### src/rtl/rotated_point_projector_top_assert.svh
// Assertion macros for the rotated point projector top level.
`ifndef ROTATED_POINT_PROJECTOR_TOP_ASSERT_SVH
`define ROTATED_POINT_PROJECTOR_TOP_ASSERT_SVH

// same-cycle implication, clocked on clk_i, off during reset
`define RPP_ASSERT_IMP(lbl, pre, post) \
  lbl: assert property (@(posedge clk_i) disable iff (!rst_ni) (pre) |-> (post)) \
    else $error("rotated point projector check failed");

// next-cycle implication
`define RPP_ASSERT_NXT(lbl, pre, post) \
  lbl: assert property (@(posedge clk_i) disable iff (!rst_ni) (pre) |=> (post)) \
    else $error("rotated point projector check failed");

`endif

### src/rtl/rpp_pkg.sv
// Shared types and constants of the rotated point projector.
package rpp_pkg;

  typedef enum logic [1:0] {
    OP_HEADER = 2'd0,
    OP_ROW    = 2'd1,
    OP_POINT  = 2'd2,
    OP_END    = 2'd3
  } op_e;

  typedef enum logic [4:0] {
    ST_IDLE, ST_HINIT, ST_HDIV, ST_COL0, ST_COL1, ST_COL2,
    ST_D0, ST_D1, ST_L0, ST_L1, ST_DEN0, ST_DEN1, ST_NX0, ST_NX1,
    ST_XINIT, ST_XDIV, ST_XFIN, ST_NY, ST_YINIT, ST_YDIV, ST_YFIN,
    ST_EMIT
  } state_e;

  typedef enum logic [4:0] {
    DP_NOP, DP_LOAD, DP_HINIT, DP_DIV, DP_COL0, DP_COL1, DP_COL2,
    DP_D0, DP_D1, DP_L0, DP_L1, DP_DEN0, DP_DEN1, DP_NX0, DP_NX1,
    DP_XINIT, DP_XFIN, DP_NY, DP_YINIT, DP_YFIN
  } dp_op_e;

  typedef enum logic [2:0] {
    RES_SEG, RES_SYNC, RES_ROWCOL, RES_FILL, RES_WHITE
  } res_e;

  typedef struct packed {
    dp_op_e op;
    logic   out_load;
    res_e   kind;
  } cmd_t;

  typedef struct packed {
    logic d_ok;
    logic div_last;
    logic x_in;
    logic y_in;
  } sts_t;

  typedef struct packed {
    logic signed [15:0] sin_angle;
    logic signed [15:0] cos_angle;
    logic [19:0]        x_scale;
    logic [19:0]        y_scale;
    logic [15:0]        depth_scale;
    logic [31:0]        segment_address;
  } cfg_t;

  typedef struct packed {
    logic [7:0]         remaining;
    logic [7:0]         duration;
    logic [23:0]        color_start;
    logic [23:0]        color_end;
    logic [1:0]         row_total;
    logic signed [23:0] point_x;
    logic signed [23:0] point_y;
    logic signed [23:0] point_z;
  } item_t;

  localparam logic [2:0] REG_SIN   = 3'd0;
  localparam logic [2:0] REG_COS   = 3'd1;
  localparam logic [2:0] REG_XSCL  = 3'd2;
  localparam logic [2:0] REG_YSCL  = 3'd3;
  localparam logic [2:0] REG_DSCL  = 3'd4;
  localparam logic [2:0] REG_SEG   = 3'd5;

  localparam logic [31:0] CMD_FILL  = 32'hF600_0000;
  localparam logic [31:0] CMD_PRIM  = 32'hFA00_0000;
  localparam logic [31:0] CMD_SYNC  = 32'hE700_0000;
  localparam logic [31:0] CMD_SEG   = 32'h0600_0000;
  localparam logic [31:0] WORD_WHITE = 32'hFFFF_FFFF;

  // -10.0 in Q.22
  localparam logic signed [40:0] DEPTH_LIMIT = -41'sd41943040;

  localparam logic [4:0] HDR_DIV_STEPS = 5'd24;
  localparam logic [4:0] PRJ_DIV_STEPS = 5'd10;

endpackage

### src/rtl/rpp_ctrl.sv
// Sequencing state machine of the rotated point projector.
module rpp_ctrl import rpp_pkg::*; (
  input  logic clk_i,
  input  logic rst_ni,
  input  logic in_valid_i,
  input  op_e  in_op_i,
  output logic in_ready_o,
  output logic out_valid_o,
  input  logic out_ready_i,
  input  sts_t sts_i,
  output cmd_t cmd_o
);

  state_e state_q, state_d;
  res_e   kind_q, kind_d;
  logic   out_valid_q, out_valid_d;
  logic   out_free;

  assign out_free = !out_valid_q || out_ready_i;

  always_ff @(posedge clk_i or negedge rst_ni) begin
    if (!rst_ni) begin
      state_q     <= ST_IDLE;
      kind_q      <= RES_SEG;
      out_valid_q <= 1'b0;
    end else begin
      state_q     <= state_d;
      kind_q      <= kind_d;
      out_valid_q <= out_valid_d;
    end
  end

  always_comb begin
    state_d = state_q;
    kind_d  = kind_q;
    case (state_q)
      ST_IDLE: begin
        if (in_valid_i) begin
          case (in_op_i)
            OP_HEADER: state_d = ST_HINIT;
            OP_ROW: begin
              state_d = ST_EMIT;
              kind_d  = RES_SYNC;
            end
            OP_POINT: state_d = ST_D0;
            default: begin
              state_d = ST_EMIT;
              kind_d  = RES_WHITE;
            end
          endcase
        end
      end
      ST_HINIT: state_d = ST_HDIV;
      ST_HDIV:  if (sts_i.div_last) state_d = ST_COL0;
      ST_COL0:  state_d = ST_COL1;
      ST_COL1:  state_d = ST_COL2;
      ST_COL2: begin
        state_d = ST_EMIT;
        kind_d  = RES_SEG;
      end
      ST_D0:    state_d = ST_D1;
      ST_D1:    state_d = ST_L0;
      ST_L0:    state_d = ST_L1;
      ST_L1:    state_d = sts_i.d_ok ? ST_DEN0 : ST_IDLE;
      ST_DEN0:  state_d = ST_DEN1;
      ST_DEN1:  state_d = ST_NX0;
      ST_NX0:   state_d = ST_NX1;
      ST_NX1:   state_d = ST_XINIT;
      ST_XINIT: state_d = ST_XDIV;
      ST_XDIV:  if (sts_i.div_last) state_d = ST_XFIN;
      ST_XFIN:  state_d = sts_i.x_in ? ST_NY : ST_IDLE;
      ST_NY:    state_d = ST_YINIT;
      ST_YINIT: state_d = ST_YDIV;
      ST_YDIV:  if (sts_i.div_last) state_d = ST_YFIN;
      ST_YFIN: begin
        if (sts_i.y_in) begin
          state_d = ST_EMIT;
          kind_d  = RES_FILL;
        end else begin
          state_d = ST_IDLE;
        end
      end
      ST_EMIT: begin
        if (out_free) begin
          if (kind_q == RES_SYNC) begin
            kind_d = RES_ROWCOL;
          end else begin
            state_d = ST_IDLE;
          end
        end
      end
      default: state_d = ST_IDLE;
    endcase
  end

  always_comb begin
    cmd_o.op       = DP_NOP;
    cmd_o.out_load = 1'b0;
    cmd_o.kind     = kind_q;
    in_ready_o     = 1'b0;
    case (state_q)
      ST_IDLE: begin
        in_ready_o = 1'b1;
        if (in_valid_i) cmd_o.op = DP_LOAD;
      end
      ST_HINIT: cmd_o.op = DP_HINIT;
      ST_HDIV:  cmd_o.op = DP_DIV;
      ST_COL0:  cmd_o.op = DP_COL0;
      ST_COL1:  cmd_o.op = DP_COL1;
      ST_COL2:  cmd_o.op = DP_COL2;
      ST_D0:    cmd_o.op = DP_D0;
      ST_D1:    cmd_o.op = DP_D1;
      ST_L0:    cmd_o.op = DP_L0;
      ST_L1:    cmd_o.op = DP_L1;
      ST_DEN0:  cmd_o.op = DP_DEN0;
      ST_DEN1:  cmd_o.op = DP_DEN1;
      ST_NX0:   cmd_o.op = DP_NX0;
      ST_NX1:   cmd_o.op = DP_NX1;
      ST_XINIT: cmd_o.op = DP_XINIT;
      ST_XDIV:  cmd_o.op = DP_DIV;
      ST_XFIN:  cmd_o.op = DP_XFIN;
      ST_NY:    cmd_o.op = DP_NY;
      ST_YINIT: cmd_o.op = DP_YINIT;
      ST_YDIV:  cmd_o.op = DP_DIV;
      ST_YFIN:  cmd_o.op = DP_YFIN;
      ST_EMIT:  cmd_o.out_load = out_free;
      default:  cmd_o.op = DP_NOP;
    endcase
  end

  always_comb begin
    out_valid_d = out_valid_q;
    if (cmd_o.out_load) begin
      out_valid_d = 1'b1;
    end else if (out_ready_i) begin
      out_valid_d = 1'b0;
    end
  end

  assign out_valid_o = out_valid_q;

endmodule

### src/rtl/rpp_datapath.sv
// Datapath: rotation MACs, shared multiplier, restoring divider, blend and output register.
module rpp_datapath import rpp_pkg::*; (
  input  logic        clk_i,
  input  logic        rst_ni,
  input  cmd_t        cmd_i,
  input  cfg_t        cfg_i,
  input  item_t       item_i,
  output sts_t        sts_o,
  output logic [31:0] word_high_o,
  output logic [31:0] word_low_o,
  output logic        last_o
);

  item_t              item_q;
  logic signed [40:0] d_q, d_d, l_q, l_d;
  logic [63:0]        acc_q, acc_d;
  logic [55:0]        den_q, den_d;
  logic [63:0]        rem_q, rem_d;
  logic [65:0]        dsr_q, dsr_d;
  logic [23:0]        q_q, q_d;
  logic [4:0]         cnt_q, cnt_d;
  logic               ovf_q, ovf_d, neg_q, neg_d;
  logic [8:0]         x_q, x_d;
  logic [7:0]         y_q, y_d;
  logic [23:0]        blend_q, blend_d;
  logic [7:0]         astep_q, astep_d;
  logic [9:0]         asum_q, asum_d;
  logic [31:0]        hi_q, hi_d, lo_q, lo_d;
  logic               last_q, last_d;

  logic signed [23:0] sm_a;
  logic signed [15:0] sm_b;
  logic signed [39:0] sprod;
  logic [23:0]        um_a;
  logic [19:0]        um_b;
  logic [43:0]        uprod;
  logic [40:0]        d_neg, l_neg;
  logic [39:0]        dm, lm;
  logic [23:0]        pym;
  logic               ge;
  logic signed [10:0] qm, qs, xsum, ysum;
  logic [7:0]         ca, cb, chan;
  logic signed [8:0]  cdiff;
  logic signed [33:0] cprod;
  logic [7:0]         dur1, step_new;
  logic [2:0]         rows_k;
  logic [10:0]        asum_new;
  logic [20:0]        div3;
  logic [65:0]        xrem0, yrem0;
  logic [9:0]         xp1, yp1;

  assign d_neg = -d_q;
  assign l_neg = -l_q;
  assign dm    = d_neg[39:0];
  assign lm    = l_q[40] ? l_neg[39:0] : l_q[39:0];
  assign pym   = item_q.point_y[23] ? 24'(-item_q.point_y) : item_q.point_y;

  always_comb begin
    sm_a = item_q.point_z;
    sm_b = cfg_i.sin_angle;
    case (cmd_i.op)
      DP_D1: begin
        sm_a = item_q.point_x;
        sm_b = cfg_i.cos_angle;
      end
      DP_L0: begin
        sm_a = item_q.point_x;
        sm_b = cfg_i.sin_angle;
      end
      DP_L1: begin
        sm_a = item_q.point_z;
        sm_b = cfg_i.cos_angle;
      end
      default: begin
        sm_a = item_q.point_z;
        sm_b = cfg_i.sin_angle;
      end
    endcase
  end
  assign sprod = sm_a * sm_b;

  always_comb begin
    um_a = '0;
    um_b = '0;
    case (cmd_i.op)
      DP_DEN0: begin
        um_a = {4'b0, dm[19:0]};
        um_b = {4'b0, cfg_i.depth_scale};
      end
      DP_DEN1: begin
        um_a = {4'b0, dm[39:20]};
        um_b = {4'b0, cfg_i.depth_scale};
      end
      DP_NX0: begin
        um_a = {4'b0, lm[19:0]};
        um_b = cfg_i.x_scale;
      end
      DP_NX1: begin
        um_a = {4'b0, lm[39:20]};
        um_b = cfg_i.x_scale;
      end
      DP_NY: begin
        um_a = pym;
        um_b = cfg_i.y_scale;
      end
      default: begin
        um_a = '0;
        um_b = '0;
      end
    endcase
  end
  assign uprod = um_a * um_b;

  assign ge    = {2'b0, rem_q} >= dsr_q;
  assign xrem0 = {2'b0, acc_q[59:0], 4'b0};
  assign yrem0 = {2'b0, acc_q[45:0], 18'b0};

  assign qm   = $signed({1'b0, q_q[9:0]});
  assign qs   = neg_q ? -qm : qm;
  assign xsum = qs + 11'sd160;
  assign ysum = 11'sd120 - qs;

  always_comb begin
    case (cmd_i.op)
      DP_COL1: begin
        ca = item_q.color_start[15:8];
        cb = item_q.color_end[15:8];
      end
      DP_COL2: begin
        ca = item_q.color_start[23:16];
        cb = item_q.color_end[23:16];
      end
      default: begin
        ca = item_q.color_start[7:0];
        cb = item_q.color_end[7:0];
      end
    endcase
  end
  assign cdiff = $signed({1'b0, cb}) - $signed({1'b0, ca});
  assign cprod = cdiff * $signed({1'b0, q_q});
  assign chan  = ca + cprod[23:16];

  assign dur1     = (item_q.duration == 8'd0) ? 8'd1 : item_q.duration;
  assign step_new = (item_q.remaining >= 8'd64) ? 8'd255 : {item_q.remaining[5:0], 2'b0};
  assign rows_k   = 3'd4 - {1'b0, item_q.row_total};
  assign asum_new = step_new * rows_k;
  assign div3     = asum_q * 11'd683;

  assign xp1 = {1'b0, x_q} + 10'd1;
  assign yp1 = {2'b0, y_q} + 10'd1;

  always_comb begin
    d_d     = d_q;
    l_d     = l_q;
    acc_d   = acc_q;
    den_d   = den_q;
    rem_d   = rem_q;
    dsr_d   = dsr_q;
    q_d     = q_q;
    cnt_d   = cnt_q;
    ovf_d   = ovf_q;
    neg_d   = neg_q;
    x_d     = x_q;
    y_d     = y_q;
    blend_d = blend_q;
    astep_d = astep_q;
    asum_d  = asum_q;
    case (cmd_i.op)
      DP_HINIT: begin
        rem_d   = {40'b0, item_q.remaining, 16'b0};
        dsr_d   = {35'b0, dur1, 23'b0};
        q_d     = '0;
        cnt_d   = HDR_DIV_STEPS;
        ovf_d   = 1'b0;
        astep_d = step_new;
        asum_d  = asum_new[9:0];
      end
      DP_DIV: begin
        if (ge) rem_d = rem_q - dsr_q[63:0];
        q_d   = {q_q[22:0], ge};
        dsr_d = dsr_q >> 1;
        cnt_d = cnt_q - 5'd1;
      end
      DP_COL0: blend_d[7:0]   = chan;
      DP_COL1: blend_d[15:8]  = chan;
      DP_COL2: blend_d[23:16] = chan;
      DP_D0:   d_d = 41'(sprod);
      DP_D1:   d_d = d_q - 41'(sprod);
      DP_L0:   l_d = 41'(sprod);
      DP_L1:   l_d = l_q + 41'(sprod);
      DP_DEN0: acc_d = 64'(uprod);
      DP_DEN1: den_d = acc_q[55:0] + 56'({uprod, 20'b0});
      DP_NX0:  acc_d = 64'(uprod);
      DP_NX1:  acc_d = acc_q + {uprod, 20'b0};
      DP_XINIT: begin
        rem_d = xrem0[63:0];
        dsr_d = {1'b0, den_q, 9'b0};
        ovf_d = xrem0 >= {den_q, 10'b0};
        neg_d = !l_q[40];
        q_d   = '0;
        cnt_d = PRJ_DIV_STEPS;
      end
      DP_XFIN: x_d = xsum[8:0];
      DP_NY:   acc_d = 64'(uprod);
      DP_YINIT: begin
        rem_d = yrem0[63:0];
        dsr_d = {1'b0, den_q, 9'b0};
        ovf_d = yrem0 >= {den_q, 10'b0};
        neg_d = !item_q.point_y[23];
        q_d   = '0;
        cnt_d = PRJ_DIV_STEPS;
      end
      DP_YFIN: y_d = ysum[7:0];
      default: ;
    endcase
    if (cmd_i.out_load && cmd_i.kind == RES_ROWCOL) begin
      asum_d = asum_q + {2'b0, astep_q};
    end
  end

  always_comb begin
    hi_d   = CMD_PRIM;
    lo_d   = WORD_WHITE;
    last_d = 1'b1;
    case (cmd_i.kind)
      RES_SEG: begin
        hi_d = CMD_SEG;
        lo_d = cfg_i.segment_address;
      end
      RES_SYNC: begin
        hi_d   = CMD_SYNC;
        lo_d   = '0;
        last_d = 1'b0;
      end
      RES_ROWCOL: begin
        hi_d = CMD_PRIM;
        lo_d = {blend_q, div3[18:11]};
      end
      RES_FILL: begin
        hi_d = CMD_FILL | {8'b0, xp1, 2'b0, yp1, 2'b0};
        lo_d = {8'b0, 1'b0, x_q, 2'b0, 2'b0, y_q, 2'b0};
      end
      default: begin
        hi_d = CMD_PRIM;
        lo_d = WORD_WHITE;
      end
    endcase
  end

  always_ff @(posedge clk_i or negedge rst_ni) begin
    if (!rst_ni) begin
      cnt_q   <= '0;
      blend_q <= '0;
      astep_q <= '0;
      asum_q  <= '0;
    end else begin
      cnt_q   <= cnt_d;
      blend_q <= blend_d;
      astep_q <= astep_d;
      asum_q  <= asum_d;
    end
  end

  always_ff @(posedge clk_i) begin
    if (cmd_i.op == DP_LOAD) item_q <= item_i;
    d_q   <= d_d;
    l_q   <= l_d;
    acc_q <= acc_d;
    den_q <= den_d;
    rem_q <= rem_d;
    dsr_q <= dsr_d;
    q_q   <= q_d;
    ovf_q <= ovf_d;
    neg_q <= neg_d;
    x_q   <= x_d;
    y_q   <= y_d;
    if (cmd_i.out_load) begin
      hi_q   <= hi_d;
      lo_q   <= lo_d;
      last_q <= last_d;
    end
  end

  assign sts_o.d_ok     = (d_q < DEPTH_LIMIT) && (cfg_i.depth_scale != 16'd0);
  assign sts_o.div_last = cnt_q == 5'd1;
  assign sts_o.x_in     = !ovf_q && (qs >= -11'sd160) && (qs <= 11'sd159);
  assign sts_o.y_in     = !ovf_q && (qs >= -11'sd119) && (qs <= 11'sd120);

  assign word_high_o = hi_q;
  assign word_low_o  = lo_q;
  assign last_o      = last_q;

endmodule

### src/rtl/rotated_point_projector_top.sv
// Top level of the rotated point projector: APB registers, stream ports, controller and datapath.
//
// Takes one item at a time. A header runs a 24-step restoring division for the blend
// fraction and three blend multiplies; a row gives 2 beats, an end 1 beat. A visible point
// runs four rotation multiply-accumulates, five passes through the shared 24x20 multiplier
// and two 10-step restoring divisions, plus the fill beat; points behind the depth limit
// are dropped after the rotation steps. Results leave through an output register, so
// the next item is taken while the final beat of the previous one still waits.
module rotated_point_projector_top import rpp_pkg::*; (
  input  logic         clk_i,
  input  logic         rst_ni,
  // APB configuration
  input  logic         psel,
  input  logic         penable,
  input  logic         pwrite,
  input  logic [4:0]   paddr,
  input  logic [31:0]  pwdata,
  output logic [31:0]  prdata,
  output logic         pready,
  // input stream
  input  logic         s_axis_tvalid,
  output logic         s_axis_tready,
  // remaining, duration, color_start, color_end, row_total, point_x, point_y, point_z
  input  logic [143:0] s_axis_tdata,
  // op
  input  logic [1:0]   s_axis_tuser,
  // output stream
  output logic         m_axis_tvalid,
  input  logic         m_axis_tready,
  // word_high, word_low
  output logic [63:0]  m_axis_tdata,
  output logic         m_axis_tlast
);

  cfg_t  cfg_q;
  item_t item;
  cmd_t  cmd;
  sts_t  sts;
  logic  cfg_wr;
  logic [2:0] reg_idx;
  logic [31:0] word_high, word_low;

  assign pready  = 1'b1;
  assign cfg_wr  = psel && penable && pwrite;
  assign reg_idx = paddr[4:2];

  always_ff @(posedge clk_i or negedge rst_ni) begin
    if (!rst_ni) begin
      cfg_q.sin_angle       <= 16'sd0;
      cfg_q.cos_angle       <= 16'sd16384;
      cfg_q.x_scale         <= 20'd40960;
      cfg_q.y_scale         <= 20'd30720;
      cfg_q.depth_scale     <= 16'd4096;
      cfg_q.segment_address <= '0;
    end else if (cfg_wr) begin
      case (reg_idx)
        REG_SIN:  cfg_q.sin_angle       <= pwdata[15:0];
        REG_COS:  cfg_q.cos_angle       <= pwdata[15:0];
        REG_XSCL: cfg_q.x_scale         <= pwdata[19:0];
        REG_YSCL: cfg_q.y_scale         <= pwdata[19:0];
        REG_DSCL: cfg_q.depth_scale     <= pwdata[15:0];
        REG_SEG:  cfg_q.segment_address <= pwdata;
        default: ;
      endcase
    end
  end

  always_comb begin
    case (reg_idx)
      REG_SIN:  prdata = {{16{cfg_q.sin_angle[15]}}, cfg_q.sin_angle};
      REG_COS:  prdata = {{16{cfg_q.cos_angle[15]}}, cfg_q.cos_angle};
      REG_XSCL: prdata = {12'b0, cfg_q.x_scale};
      REG_YSCL: prdata = {12'b0, cfg_q.y_scale};
      REG_DSCL: prdata = {16'b0, cfg_q.depth_scale};
      REG_SEG:  prdata = cfg_q.segment_address;
      default:  prdata = '0;
    endcase
  end

  assign item.remaining   = s_axis_tdata[7:0];
  assign item.duration    = s_axis_tdata[15:8];
  assign item.color_start = s_axis_tdata[39:16];
  assign item.color_end   = s_axis_tdata[63:40];
  assign item.row_total   = s_axis_tdata[65:64];
  assign item.point_x     = s_axis_tdata[89:66];
  assign item.point_y     = s_axis_tdata[113:90];
  assign item.point_z     = s_axis_tdata[137:114];

  rpp_ctrl u_ctrl (
    .clk_i       (clk_i),
    .rst_ni      (rst_ni),
    .in_valid_i  (s_axis_tvalid),
    .in_op_i     (op_e'(s_axis_tuser)),
    .in_ready_o  (s_axis_tready),
    .out_valid_o (m_axis_tvalid),
    .out_ready_i (m_axis_tready),
    .sts_i       (sts),
    .cmd_o       (cmd)
  );

  rpp_datapath u_dp (
    .clk_i       (clk_i),
    .rst_ni      (rst_ni),
    .cmd_i       (cmd),
    .cfg_i       (cfg_q),
    .item_i      (item),
    .sts_o       (sts),
    .word_high_o (word_high),
    .word_low_o  (word_low),
    .last_o      (m_axis_tlast)
  );

  assign m_axis_tdata = {word_low, word_high};

`include "rotated_point_projector_top_assert.svh"

  `RPP_ASSERT_NXT(a_busy_after_accept, s_axis_tvalid && s_axis_tready, !s_axis_tready)
  `RPP_ASSERT_NXT(a_row_pair_follows, m_axis_tvalid && !m_axis_tlast, m_axis_tvalid)
  `RPP_ASSERT_IMP(a_idle_out_final, s_axis_tready, !m_axis_tvalid || m_axis_tlast)

endmodule

### config.mk
export PLATFORM = sky130hd
export DESIGN_NAME = rotated_point_projector_top
export DESIGN_NICKNAME = d
export VERILOG_FILES = /design/src/rtl/rpp_pkg.sv /design/src/rtl/rpp_ctrl.sv /design/src/rtl/rpp_datapath.sv /design/src/rtl/rotated_point_projector_top.sv
export VERILOG_INCLUDE_DIRS = /design/src /design/src/rtl
export SDC_FILE = /design/constraint.sdc
export NUM_CORES = 2
export LEC_CHECK = 0
export ABC_CLOCK_PERIOD_IN_PS = 18200
export CELL_PAD_IN_SITES_DETAIL_PLACEMENT = 0
export CELL_PAD_IN_SITES_GLOBAL_PLACEMENT = 1
export CORE_ASPECT_RATIO = 1.2
export CORE_UTILIZATION = 57
export CTS_BUF_LIST = sky130_fd_sc_hd__clkbuf_16
export DETAILED_ROUTE_END_ITERATION = 7
export DONT_BUFFER_PORTS = 1
export GPL_ROUTABILITY_DRIVEN = 0
export GPL_TIMING_DRIVEN = 0
export PLACE_DENSITY = 0.92
export SYNTH_ARGS = -nofsm -noshare
export SYNTH_HDL_FRONTEND = slang
export SYNTH_SLANG_ARGS = --single-unit
### constraint.sdc
create_clock -name clk_i -period 18.2 [get_ports clk_i]
set_clock_uncertainty 0.15 [all_clocks]
set_input_delay 2.73 -clock clk_i [delete_from_list [all_inputs] [get_ports clk_i]]
set_output_delay 2.73 -clock clk_i [all_outputs]
set_load 0.005 [all_outputs]
==> out/metrics.yaml <==
cts_buffers: 80
numPortBuffers: 0
die_w_um: 348.3
drive_above_1_share_pct: 4.932
htreeDepth: 3
die-area_sq_um: 145400
rsz0062_at_grt: "no"
ys_types: 91
pre_cts_ws_ns: 4.553
dr.first_iter.drc_count: 6846
n_fill_cell: 11834
start_kind: "flip-flop"
avgSynthCellArea_sq_um: 9.572
ant_nets: 0
row_count: 152
ys_async_sr_fraction_pct: 23.65
critical_path_arrival_ns: 14.43
num_io_pins: 290
initial_utilization_pct: 57.43
yosys_warnings: 0
drt-pass1-iter-count: 8
grt_pass1_wl_um: 387400
synthCells: 8569
cp_max_fo: 10
dp.final_hpwl_um: 206300
clk_latency_ns: 0.73
syn2layout_area_growth_pct: 6.687
synth_edf_count: 565
yosysSeqAreaShare_pct: 26.04
synth_area_leaders: "fa_1, edfxtp_1, ha_1"
drv_cap: 0
grt_remaining_overflow: 0
synth_top_cell_by_area: "fa_1"
min_path_type: "reg -> reg"
violations: "design-rule violations, max-slew violations"
fin_ws_ns: 4.059
antenna_found_initial: 14
cts.path.max_buffers: 3
setup_viol: 0
cts_sinks: 740
maxSlewViolCount: 8
slew_headroom_pct: -8.512
tritoncts: "yes"
vias_per_cell: 6.150
post_cts.repair.setup_buffers: 0
crit_type: "reg -> reg"
vias: 65624
drc: 7
grt_max_degree: 176
wirelength_um: 255100
hold_violations: 0
period_needed_ns: 14.14
synth_ff_type: "edfxtp_1"
cts_resized: 0
crit_buf_inv: 12
dieHeight_um: 417.6
tightest_slew_ns: 1.628
grt_use_total_pct: 35.28
first_global_vias: 66125
cts_root_buf: "clkbuf_16"
slowest_delay_ns: 0.76
routedWlPerCell_um: 23.91
crit_family: "adder cells"
cts.clk_slew.worst_paths_ns: 0.06
tns_ns: 0
critPathSlowestCell: "clkbuf_1"
ctsHoldBuffers: 0
worstPathRequired_ns: 18.49
syn_area_sq_um: 82020
synth_top_area_share_pct: 22.55
run_status: "complete, but fails checks"
fin_nets: 10476
critPathCaptureType: "flip-flop"
synth-seq-cells: 740
fin_crit_sh_pct: 77.70
core-area_sq_um: 142800
fmax_ghz: 0.07072
==> placed cells by master (no fill, tap or decap), types with 73 or more instances in the layout <==
master and count:
a21o_1 192, and2_1 183, a22oi_1 116, fa_1 924, clkbuf_16 84, nand3_1 98
clkbuf_1 309, o22ai_1 73, dfrtp_1 167, a21oi_1 347, xnor2_1 220, ha_1 689
xor2_1 184, edfxtp_1 565, nor3_1 87, nand2_1 1012, nand2b_1 88, nor2_1 522
mux2_2 200, inv_1 1319, o21ai_0 368
==> sequential cells by signal (all words and copies together) (netlist names), 32 cells and up <==
signal           cells
u_dp.word_low_o     32
u_dp.item_q        138
u_dp.l_q            41
u_dp.acc_q          60
u_dp.d_q            41
cfg_q              120
u_dp.den_q          56
u_dp.dsr_q          65
u_dp.rem_q          64
==> stage by stage <==
step / cell area, sq um / utilization [%] / cells / hold slack [ns]
after floorplan: 82040 / - / 8574 / 0.2955
after global placement: 84450 / 59.13 / 10499 / 0.3106
after detailed placement: 84860 / 59.42 / 10516 / 0.3135
after CTS: 87490 / 61.26 / 10664 / 0.3330
after global routing: 87500 / 61.26 / 10666 / 0.3499
final: 87510 / 61.27 / 10671 / 0.3368
==> routing by layer <==
metal | track usage, % | wire length (um) | vias to the layer above
met4 | 23.26 | 19640 | 10
met2 | 56.56 | 116800 | 3395
met1 | 42.97 | 93350 | 32465
li1 | - | - | 28874
met3 | 7.589 | 25230 | 880
met5 | 0 | 76 | -
==> cells by family after synthesis <==
logic type	after synthesis	synth area share, %
compound gates	1546	12.28
xor+xnor	407	4.396
fa+ha+maj	1613	33.06
buf+inv	1658	7.639
flops	740	26.04
mux	263	3.515
other cells	2	0.009156
simple gates	2340	13.07
==> final timing paths <==
| kind | slack [ns] | cells past startpoint | end | start |
|---|---|---|---|---|
| setup / recovery | 4.06 | 49 | u_dp.acc_q[59] | u_ctrl.state_q[1] |
| hold reg to reg | 0.34 | 2 | u_dp.blend_q[21] | u_dp.blend_q[21] |
| hold / removal | 0.34 | 2 | u_dp.blend_q[21] | u_dp.blend_q[21] |
| max in group asynchronous | 15.87 | 0 | u_dp.asum_q[9] | rst_ni |
| min in group asynchronous | 1.58 | 0 | cfg_q[27] | rst_ni |
| setup reg to reg | 4.06 | 49 | u_dp.acc_q[59] | u_ctrl.state_q[1] |
==> tightest hold or removal path: stages, from the launching register on <==
cell and delay [ns]:
dfrtp_1 0.35, nand2_1 0.05, nand2_1 0.06
==> Yosys cell counts (116+ instances only) <==
cell	count
xor2_1	184
ha_1	689
nor2_1	524
a21oi_1	347
nand2_1	1014
inv_1	1308
clkbuf_1	310
xnor2_1	220
and2_1	185
dfrtp_1	167
a22oi_1	116
a21o_1	192
fa_1	924
o21ai_0	369
mux2_2	200
edfxtp_1	565
==> cell type report <==
| cell class | count | area [sq um] | share of cell area [%] |
|---|---|---|---|
| buffer | 349 | 1355 | 1.548 |
| multi-input combinational | 6176 | 54530 | 62.31 |
| clock buffer | 84 | 2102 | 2.402 |
| antenna | 7 | 17.52 | 0.02002 |
| sequential | 740 | 21360 | 24.40 |
| inverter | 1309 | 4913 | 5.615 |
| tap | 1925 | 2409 | 2.752 |
| timing repair buffer | 17 | 297.8 | 0.3403 |
| clock inverter | 64 | 528.0 | 0.6034 |
Power is not shown: default switching activity piles up to over one toggle a cycle in this logic, so the estimate is an artifact.
